**src/rtl/core/xlce_pkg.sv**
```systemverilog
// Package: sizes, codes, state and control types for the XOR-linked list editor.
`timescale 1ns / 1ps
`default_nettype none
package xlce_pkg;

  localparam int INDEX_BITS  = 20;
  localparam int NODE_COUNT  = 1048575;
  localparam int WORD_BITS   = 64;
  localparam int VAL_BITS    = WORD_BITS - INDEX_BITS;
  localparam int ADDR_BITS   = $clog2(NODE_COUNT);
  localparam int ACTION_BITS = 3;
  localparam int READ_BITS   = 44;

  localparam logic [INDEX_BITS-1:0] CUR_RST       = '0;
  localparam logic [INDEX_BITS-1:0] CUR_LEFT_RST  = '0;
  localparam logic [INDEX_BITS-1:0] CUR_RIGHT_RST = INDEX_BITS'(1);
  localparam logic [INDEX_BITS-1:0] FREE_TOP_RST   = INDEX_BITS'(NODE_COUNT - 1);
  localparam logic [INDEX_BITS-1:0] FREE_BELOW_RST = INDEX_BITS'(NODE_COUNT - 2);
  localparam logic [INDEX_BITS-1:0] FREE_ABOVE_RST = INDEX_BITS'(NODE_COUNT);
  localparam logic [INDEX_BITS-1:0] CLR_LAST       = INDEX_BITS'(NODE_COUNT - 1);
  localparam logic [INDEX_BITS:0]   NODE_LIMIT     = (INDEX_BITS + 1)'(NODE_COUNT);

  typedef enum logic [ACTION_BITS-1:0] {
    ACT_LEFT      = 3'd0,
    ACT_RIGHT     = 3'd1,
    ACT_OVERWRITE = 3'd2,
    ACT_INSERT    = 3'd3,
    ACT_DELETE    = 3'd4,
    ACT_READ      = 3'd5
  } xlce_action_e;

  typedef enum logic [4:0] {
    ST_CLEAR,
    ST_IDLE,
    ST_L_RD,
    ST_L_UPD,
    ST_R_RD,
    ST_R_UPD,
    ST_OW_WR,
    ST_RD_RD,
    ST_RD_OUT,
    ST_INS_FRD,
    ST_INS_FUPD,
    ST_INS_C_RD,
    ST_INS_C_WR,
    ST_INS_F_WR,
    ST_INS_R_RD,
    ST_INS_R_WR,
    ST_DEL_L_RD,
    ST_DEL_L_WR,
    ST_DEL_R_RD,
    ST_DEL_R_WR,
    ST_DEL_L2_RD,
    ST_DEL_L2_UPD,
    ST_DEL_FT_WR,
    ST_DEL_G_WR
  } xlce_state_e;

  typedef struct packed {
    xlce_state_e             state;
    logic                    re;
    logic                    we;
    logic                    stall;
    logic [INDEX_BITS-1:0]   clr_idx;
  } xlce_ctl_t;

endpackage
`default_nettype wire

```
**src/rtl/core/xlce_ctrl.sv**
```systemverilog
// Sequencer: clearing sweep counter and per-action memory step state machine.
`timescale 1ns / 1ps
`default_nettype none
module xlce_ctrl (
  input  wire logic                            clk_i,
  input  wire logic                            rst_ni,
  input  wire logic                            in_valid_i,
  input  wire logic [xlce_pkg::ACTION_BITS-1:0] action_i,
  input  wire logic                            out_busy_i,
  output xlce_pkg::xlce_ctl_t                  ctl_o
);
  import xlce_pkg::*;

  xlce_state_e           state_q, state_d;
  logic [INDEX_BITS-1:0] clr_q, clr_d;

  always_ff @(posedge clk_i or negedge rst_ni) begin
    if (!rst_ni) begin
      state_q <= ST_CLEAR;
      clr_q   <= '0;
    end else begin
      state_q <= state_d;
      clr_q   <= clr_d;
    end
  end

  always_comb begin
    state_d = state_q;
    clr_d   = clr_q;
    unique case (state_q)
      ST_CLEAR: begin
        clr_d = clr_q + 1'b1;
        if (clr_q == CLR_LAST) begin
          state_d = ST_IDLE;
        end
      end
      ST_IDLE: begin
        if (in_valid_i) begin
          unique case (xlce_action_e'(action_i))
            ACT_LEFT:      state_d = ST_L_RD;
            ACT_RIGHT:     state_d = ST_R_RD;
            ACT_OVERWRITE: state_d = ST_OW_WR;
            ACT_INSERT:    state_d = ST_INS_FRD;
            ACT_DELETE:    state_d = ST_DEL_L_RD;
            ACT_READ:      state_d = ST_RD_RD;
            default:       state_d = ST_IDLE;
          endcase
        end
      end
      ST_L_RD:       state_d = ST_L_UPD;
      ST_L_UPD:      state_d = ST_IDLE;
      ST_R_RD:       state_d = ST_R_UPD;
      ST_R_UPD:      state_d = ST_IDLE;
      ST_OW_WR:      state_d = ST_IDLE;
      ST_RD_RD:      state_d = ST_RD_OUT;
      ST_RD_OUT: begin
        if (!out_busy_i) begin
          state_d = ST_IDLE;
        end
      end
      ST_INS_FRD:    state_d = ST_INS_FUPD;
      ST_INS_FUPD:   state_d = ST_INS_C_RD;
      ST_INS_C_RD:   state_d = ST_INS_C_WR;
      ST_INS_C_WR:   state_d = ST_INS_F_WR;
      ST_INS_F_WR:   state_d = ST_INS_R_RD;
      ST_INS_R_RD:   state_d = ST_INS_R_WR;
      ST_INS_R_WR:   state_d = ST_IDLE;
      ST_DEL_L_RD:   state_d = ST_DEL_L_WR;
      ST_DEL_L_WR:   state_d = ST_DEL_R_RD;
      ST_DEL_R_RD:   state_d = ST_DEL_R_WR;
      ST_DEL_R_WR:   state_d = ST_DEL_L2_RD;
      ST_DEL_L2_RD:  state_d = ST_DEL_L2_UPD;
      ST_DEL_L2_UPD: state_d = ST_DEL_FT_WR;
      ST_DEL_FT_WR:  state_d = ST_DEL_G_WR;
      ST_DEL_G_WR:   state_d = ST_IDLE;
      default:       state_d = ST_IDLE;
    endcase
  end

  always_comb begin
    ctl_o.state   = state_q;
    ctl_o.clr_idx = clr_q;
    ctl_o.stall   = (state_q != ST_IDLE);
    ctl_o.re      = 1'b0;
    ctl_o.we      = 1'b0;
    unique case (state_q)
      ST_L_RD, ST_R_RD, ST_RD_RD, ST_INS_FRD, ST_INS_C_RD, ST_INS_R_RD,
      ST_DEL_L_RD, ST_DEL_R_RD, ST_DEL_L2_RD: begin
        ctl_o.re = 1'b1;
      end
      ST_CLEAR, ST_OW_WR, ST_INS_C_WR, ST_INS_F_WR, ST_INS_R_WR,
      ST_DEL_L_WR, ST_DEL_R_WR, ST_DEL_FT_WR, ST_DEL_G_WR: begin
        ctl_o.we = 1'b1;
      end
      default: begin
        ctl_o.re = 1'b0;
      end
    endcase
  end

endmodule
`default_nettype wire

```
**config.mk**
```make
export PLATFORM = sky130hd
export DESIGN_NAME = xlce_ctrl
export DESIGN_NICKNAME = d
export VERILOG_FILES = /design/src/rtl/core/xlce_pkg.sv /design/src/rtl/core/xlce_ctrl.sv
export SDC_FILE = /design/constraint.sdc
export NUM_CORES = 1
export LEC_CHECK = 0
export ABC_AREA = 1
export BUFFER_PORTS_ARGS = -buffer_cell sky130_fd_sc_hd__buf_2
export CAP_MARGIN = 20
export CORE_ASPECT_RATIO = 0.7
export CORE_MARGIN = 2
export CORE_UTILIZATION = 42
export DETAILED_ROUTE_END_ITERATION = 16
export GPL_TIMING_DRIVEN = 0
export PLACE_DENSITY = 0.71
export SYNTH_ARGS = -nofsm -noshare
export SYNTH_HDL_FRONTEND = slang
export SYNTH_SLANG_ARGS = --single-unit
```
**constraint.sdc**
```tcl
create_clock -name clk_i -period 2.52 [get_ports clk_i]
set_clock_uncertainty 0.1 [all_clocks]
set_input_delay 0.126 -clock clk_i [delete_from_list [all_inputs] [get_ports clk_i]]
set_output_delay 0.126 -clock clk_i [all_outputs]
set_load 0.1 [all_outputs]
```
==> impl_results.md, run 1 <==
- Design Power: between 2000 and 3000 µW
- H-tree levels: 1
- Fillers: 425
- Setup slack at placement: 0.550 ns
- First-pass GRT wire length: 7.09 mm
- Final Wtd Congestion: between 0.9 and 1
- DR WL/cell: around 13 µm
- TNS Setup: 0 ns
- Met2 Use GR: around a quarter
- Syn Inst Count: 252
- Cell breakdown of the critical path: nor2_4 -> nand2_1 -> inv_1 -> nand2_1 -> nand3_1 -> nor2_1 -> nand2_1 -> buf_2
- Achievable frequency: between 0.4 and 0.5 GHz
- HPWL Detailed: ~3.4 mm
- Die X-Extent: ~83 µm
- Crit. End Element: output pin
- Crit-path slowest cell: dfrtp_1
- Post-CTS sizing: 0
- DRT Pass-1 Iters: 5
- Worst relative slew slack: ~62%
- Worst-Margin Slew: ~0.57 ns
- Final period utilization: between 90% and 100%
- Max stage delay on crit path: roughly 0.48 ns
- Gr ovfl total: 0
- CTS tree: yes
- CP required: between 2 and 2.5 ns
- Die ar.: about 0.005 mm²
- Crit path max-delay family: simple AND/OR/NAND/NOR gates
- Boundary Pins: 35
- Row Count: 19
- Min Tclk post-route: about 2.3 ns
- Most Used Layer, Global Route: met1
- GRT Util Overall: just under 20%
- Vias in the first global route: between 1500 and 2000
- CTS max path bufs: 2
- Register area: approximately 630 µm²
- CTS root buf: clkbuf_8
- Most common cell after layout, fill and taps aside: nand2_1
- Commonest cells after routing, fill and taps aside: nand2_1, nor2_1, buf_2, inv_1, dfrtp_1
- Initial antenna violation count: 0
- Diodes inserted: 0
- Ys Warns: 0
- PnR worst setup slack: between 0.2 and 0.25 ns
- Port Buf Inserts: 34
- Slew Limit Fails: 0
- RSZ-0062 raised after global routing: no
- Area grow syn2layout: 17.0%
- Final antenna-violating net count: 0
- Largest net degree at the start of global routing: 26
- Most used cell, CP: nand2_1
- WP data arrival: 2.05 ns
- Async SR Flop Fraction: 100%
- Worst vdd ir: 1.27 mV
- Die Ht: around 60 µm
- Crit start category: flop
- Pwr dens: approximately 1300 mW/mm²
- Finished Layout Cells: ~340
- Clk sinks: 25
- Placed insts: 338
- Critical setup path kind: flop to output pin
- Outcome: finished clean
- Share of layout cells above drive strength 1: between 20% and 30%
- Mean post-synth cell area: ~7 µm²
- Iteration-0 DRC Markers: between 100 and 150
- Final instance area: around 0.0021 mm²
- Max-Cap Viols: 0
- Final Hold Fails: 0
- CTS Buf Count: 3
- Vias/cell: 5.14
- Initial core utilization: roughly 45%
- NumNets Final: between 300 and 400
- Maximum fanout along the worst path: 6
- Clk pin slew, worst setup/hold paths: approximately 0.090 ns
- Flops & latches, synth: 25
- Met3 usage: slightly below 6%
- Number of flops mapped to enable cells by yosys: 0
- Multi-input logic area: roughly 0.0011 mm²
- WP buf/inv: 2
- # setup viols final: 0
- Routed wire length: roughly 4.3 mm
- Register area share after synthesis: between 30% and 40%
- Routing usage on met1: between 30% and 40%
- Netlist cell types: 29
- Leak: approximately 0.0011 µW
- Hold WC Path Type: input pin to flop
- Area after DPL: 0.00206 mm²
- Syn nets: between 200 and 300
- Worst-Skew Late Latency: between 0.2 and 0.3 ns
- DRC: 0
- Synth Cell Area: between 0.0015 and 0.002 mm²
- Core region area: 0.00404 mm²
- Top FF cell, synth: dfrtp_1
- Routed vias: about 1800
## cell families (layout without fill, tap and decap cells)
family,after synthesis,count (layout),synth area share (%)
and+or+nand+nor,164,164,44.8
buffers and inverters,31,70,6.56
xor gates and xnor gates,16,16,8.15
DFF,25,25,34.5
adders and majority gates,2,2,1.38
AOI/OAI and AO/OA,14,14,4.56
## power by group
group | internal, µW | switching, µW
Sequential | 487 | 146
Combinational | 388 | 1590
Clock | 113 | 129
## synth_stat cells, types with 5 or more instances
master	n	area share (%)
nand2_1	68	14
dfrtp_1	25	35
xor2_1	12	5.8
nand4_1	6	2.1
nor2_2	5	1.7
o21ai_0	9	2.5
nor3_1	8	2.2
nor2_1	47	9.7
inv_1	25	5.2
inv_2	5	1.0
nand3_1	15	4.1
## state kept, by name (all words and copies together) (netlist names)
name and count:
state_q 5, clr_q 20
## worst reg2reg max path, cell delays in order, from the launching register on
cell and delay, ns:
dfrtp_2 0.48, inv_2 0.11, nand2_4 0.09, nor2_8 0.14
nand2_8 0.12, nor2_8 0.13, nand2_4 0.08, nor2_2 0.13
nand2_2 0.09, xnor2_2 0.14
## path summary, 6_finish.rpt
kind,start,endpoint,slack (ns),depth (start not counted)
setup / recovery,state_q[2],ctl_o[22],0.24,8
hold / removal,in_valid_i,state_q[0],0.02,3
setup reg to reg,state_q[1],clr_q[11],0.80,9
hold reg to reg,clr_q[7],clr_q[7],0.42,1
max in group asynchronous,rst_ni,state_q[1],1.64,2
min in group asynchronous,rst_ni,clr_q[12],0.27,2
## layer usage
layer  wire length [µm]  vias to the layer above
met2               1720                       71
met1               2220                      805
li1                   -                      876
met3                301                       11
met4                 53                        0
met5                  0                        -
## through the flow
step                hold slack, ns  utilization (%)
floorplan                   -0.270                -
CTS                         0.0231             52.4
finish                      0.0246             52.4
global route                0.0335             52.4
global placement            0.0478             51.1
detailed placement          0.0509             51.1
## area by class of cell
type	count	share of cell area, %
sequential	25	29.7
clock buffer	4	2.13
timing repair buffer	35	8.50
multi-input combinational	196	51.0
tap	52	3.07
inverter	31	5.61
## what timing repair did
item                                    in CTS  in global routing
hold endpoints to repair                    25                  0
endpoints found under the setup margin       0                  0
hold buffers                                 1                  0
setup buffers                                0                  0
Power figures use the tool's default switching activity.
==> run 2: changes to the inputs <==
--- a/config.mk
+++ b/config.mk
@@ -14,6 +14,7 @@
 export DETAILED_ROUTE_END_ITERATION = 16
 export GPL_TIMING_DRIVEN = 0
 export PLACE_DENSITY = 0.71
+export SETUP_SLACK_MARGIN = 0.5
 export SYNTH_ARGS = -nofsm -noshare
 export SYNTH_HDL_FRONTEND = slang
 export SYNTH_SLANG_ARGS = --single-unit
==> constraint.sdc (replaced) <==
create_clock -name clk_i -period 2.1 [get_ports clk_i]
set_clock_uncertainty 0.1 [all_clocks]
set_input_delay 0.105 -clock clk_i [delete_from_list [all_inputs] [get_ports clk_i]]
set_output_delay 0.105 -clock clk_i [all_outputs]
set_load 0.1 [all_outputs]
==> run 2 against run 1 <==
  * Combinational power increased by 76%
  * Via count increased by 11%
  * Die area unchanged
  * Largest power group unchanged
  * Critical endpoint unchanged
  * Cell area increased by 33%
  * Flip-flop and latch count unchanged
  * Clock power increased by 17%
  * Non-clock buffer count increased by 33
  * Setup slack got worse by 0.071 ns
  * Wire length increased by 31%
==> impl_results.md, run 2 (synthesis gave the netlist of run 1 again) <==
- Final Wtd Congestion: 0.941 (-1.0%)
- NumNets Final: 334 (+11%)
- Worst vdd ir: 1.83 mV (+44%)
- Gr ovfl total: 0 (unchanged)
- CTS Buf Count: 3 (unchanged)
- Pwr dens: 1640 mW/mm² (+22%)
- Worst Hold Depth: 3 (unchanged)
- CTS tree: yes
- Worst relative slew slack: 62.3% (+0.080 points)
- Routed wire length: 5.65 mm (+31%)
- Die Ht: 59.0 µm (unchanged)
- WP buf/inv: 3 (+1)
- Most common cell after layout, fill and taps aside: nand2_1
- DR WL/cell: 15.0 µm (+20%)
- Vias in the first global route: 1689 (+12%)
- CTS max path bufs: 2 (unchanged)
- Crit-path slowest cell: dfrtp_4
- Outcome: finished clean
- Leak: 0.00144 µW (+27%)
- Clk sinks: 25 (unchanged)
- Achievable frequency: 0.518 GHz
- Initial core utilization: 44.8% (unchanged)
- Largest net degree at the start of global routing: 26 (unchanged)
- GRT Util Overall: 22.1% (+2.5 points)
- PnR worst setup slack: 0.169 ns (-0.0712 ns)
- CP required: 1.89 ns (-0.40 ns)
- # setup viols final: 0 (unchanged)
- FF-to-FF setup slack: 0.23 ns (-0.57 ns)
- Most used cell, CP: nor2_4
- Crit path max-delay family: simple AND/OR/NAND/NOR gates
- TNS Setup: 0 ns (unchanged)
- Most Used Layer, Global Route: met1
- Worst-Skew Late Latency: 0.27 ns (about the same)
- Die ar.: 0.00486 mm² (unchanged)
- Final Hold Fails: 0 (unchanged)
- Routing usage on met1: 32.0% (+0.96 points)
- Hold Crit Endpoint: state_q[4]
- Iteration-0 DRC Markers: 312 (+140%)
- RSZ-0062 raised after global routing: yes
- Hold WC Path Type: input pin to flop
- Largest regs: clr_q x20, state_q x5
- Core region area: 0.00404 mm² (unchanged)
- Critical setup path kind: flop to output pin
- Share of layout cells above drive strength 1: 51.5% (+28 points)
- H-tree levels: 1 (unchanged)
- Slew Limit Fails: 0 (unchanged)
- Min Tclk post-route: 1.93 ns
- Initial antenna violation count: 0 (unchanged)
- First-pass GRT wire length: 8.05 mm (+14%)
- Hold wc startpoint: action_i[2]
- Final antenna-violating net count: 0 (unchanged)
- Setup slack at placement: 0.105 ns (-0.445 ns)
- R2R Path Start: state_q[4]
- DRT Pass-1 Iters: 4 (-1)
- HPWL Detailed: 3.60 mm (+4.7%)
- Maximum fanout along the worst path: 6 (unchanged)
- Port Buf Inserts: 34 (unchanged)
- Largest register FFs: 20 (unchanged)
- CTS root buf: clkbuf_8
- Crit start category: flop
- Diodes inserted: 0 (unchanged)
- Commonest cells after routing, fill and taps aside: nand2_1, nor2_1, buf_2, buf_4, dfrtp_4
- Placed insts: 338 (unchanged)
- Finished Layout Cells: 376 (+9.6%)
- Design Power: 4610 µW (+61%)
- WP data arrival: 1.73 ns (-0.32 ns)
- Boundary Pins: 35 (unchanged)
- Row Count: 19 (unchanged)
- DRC: 0 (unchanged)
- Max stage delay on crit path: 0.55 ns (+0.07 ns)
- Final period utilization: 91.9%
- Worst-Margin Slew: 0.566 ns (-0.00120 ns)
- Top reg by flops: clr_q
- Met3 usage: 8.13% (+2.3 points)
- Clk pin slew, worst setup/hold paths: 0.08 ns (about the same)
- Cell breakdown of the critical path: nor2_4 -> buf_6 -> inv_2 -> nor2_4 -> nor2_2 -> nand2_2 -> nor2_4 -> nand2_4 -> buf_12
- Crit. End Element: output pin
- Max-Cap Viols: 0 (unchanged)
- Area grow syn2layout: 55.2%
- Vias/cell: 5.20 (+1.3%)
- R2r endpoint: state_q[0]
- Routed vias: 1957 (+11%)
- Hold Slack: 0.0654 ns (+0.0408 ns)
- Die X-Extent: 82.5 µm (unchanged)
- Met2 Use GR: 31.9% (+6.3 points)
- Reg2reg path depth: 10 (+1)
-- run 2: cell types whose count changed in the layout (fill, tap and decap cells not counted), moves of 9 or more --
cell | previous run | this run
buf_4 | 0 | 25
dfrtp_1 | 22 | 1
dfrtp_4 | 0 | 23
nand2_1 | 68 | 49
nand2_2 | 1 | 10
nand2_4 | 3 | 13
nor2_1 | 47 | 35
-- run 2: routing by layer --
layer	part of all wire, %	up-vias
met4	2.2	0
li1	-	945
met3	10	14
met5	0	-
met1	43	907
met2	44	91
-- run 2: where the power goes --
group | leakage (µW) | internal, µW | switching, µW
Clock | 0.0000228 | 136 | 149
Sequential | 0.000295 | 644 | 207
Combinational | 0.00113 | 1150 | 2330
-- run 2: layout make-up --
cell class              instances  area (µm²)
fillers                       321        1230
clock buffers                   4        45.0
well taps                      52        65.1
multi-input cells             196        1330
repair buffers                 68         520
flip-flops and latches         25         713
inverters                      31         134
-- run 2: worst max-delay path by stage --
stage | startpoint | end | cells past startpoint
2_1_floorplan | state_q[2] | state_q[0] | 7
6_report | state_q[2] | ctl_o[22] | 9
3_3_place_gp | state_q[2] | ctl_o[22] | 8
3_5_place_dp | state_q[2] | ctl_o[22] | 8
5_1_grt | state_q[1] | ctl_o[22] | 8
4_1_cts | state_q[3] | ctl_o[22] | 8
-- run 2: timing repair --
action	CTS	global route
hold endpoints to repair	25	0
setup endpoints to repair	13	21
pin swaps	5	19
hold buffers	1	0
buffers inserted	10	23
resized for setup	40	35
-- run 2: through the flow --
stage / instance area (µm²) / utilization (%)
after floorplan: 1990 / -
after global placement: 2230 / 55.1
after detailed placement: 2230 / 55.1
after CTS: 2510 / 62.0
after global routing: 2810 / 69.6
final: 2810 / 69.6
-- run 2: worst reg2reg max path: cells and delay by family (launching register included) --
kind	cells	cell delay [ns]
buffers and inverters	1	0.14
and+or+nand+nor	9	0.94
DFF	1	0.58
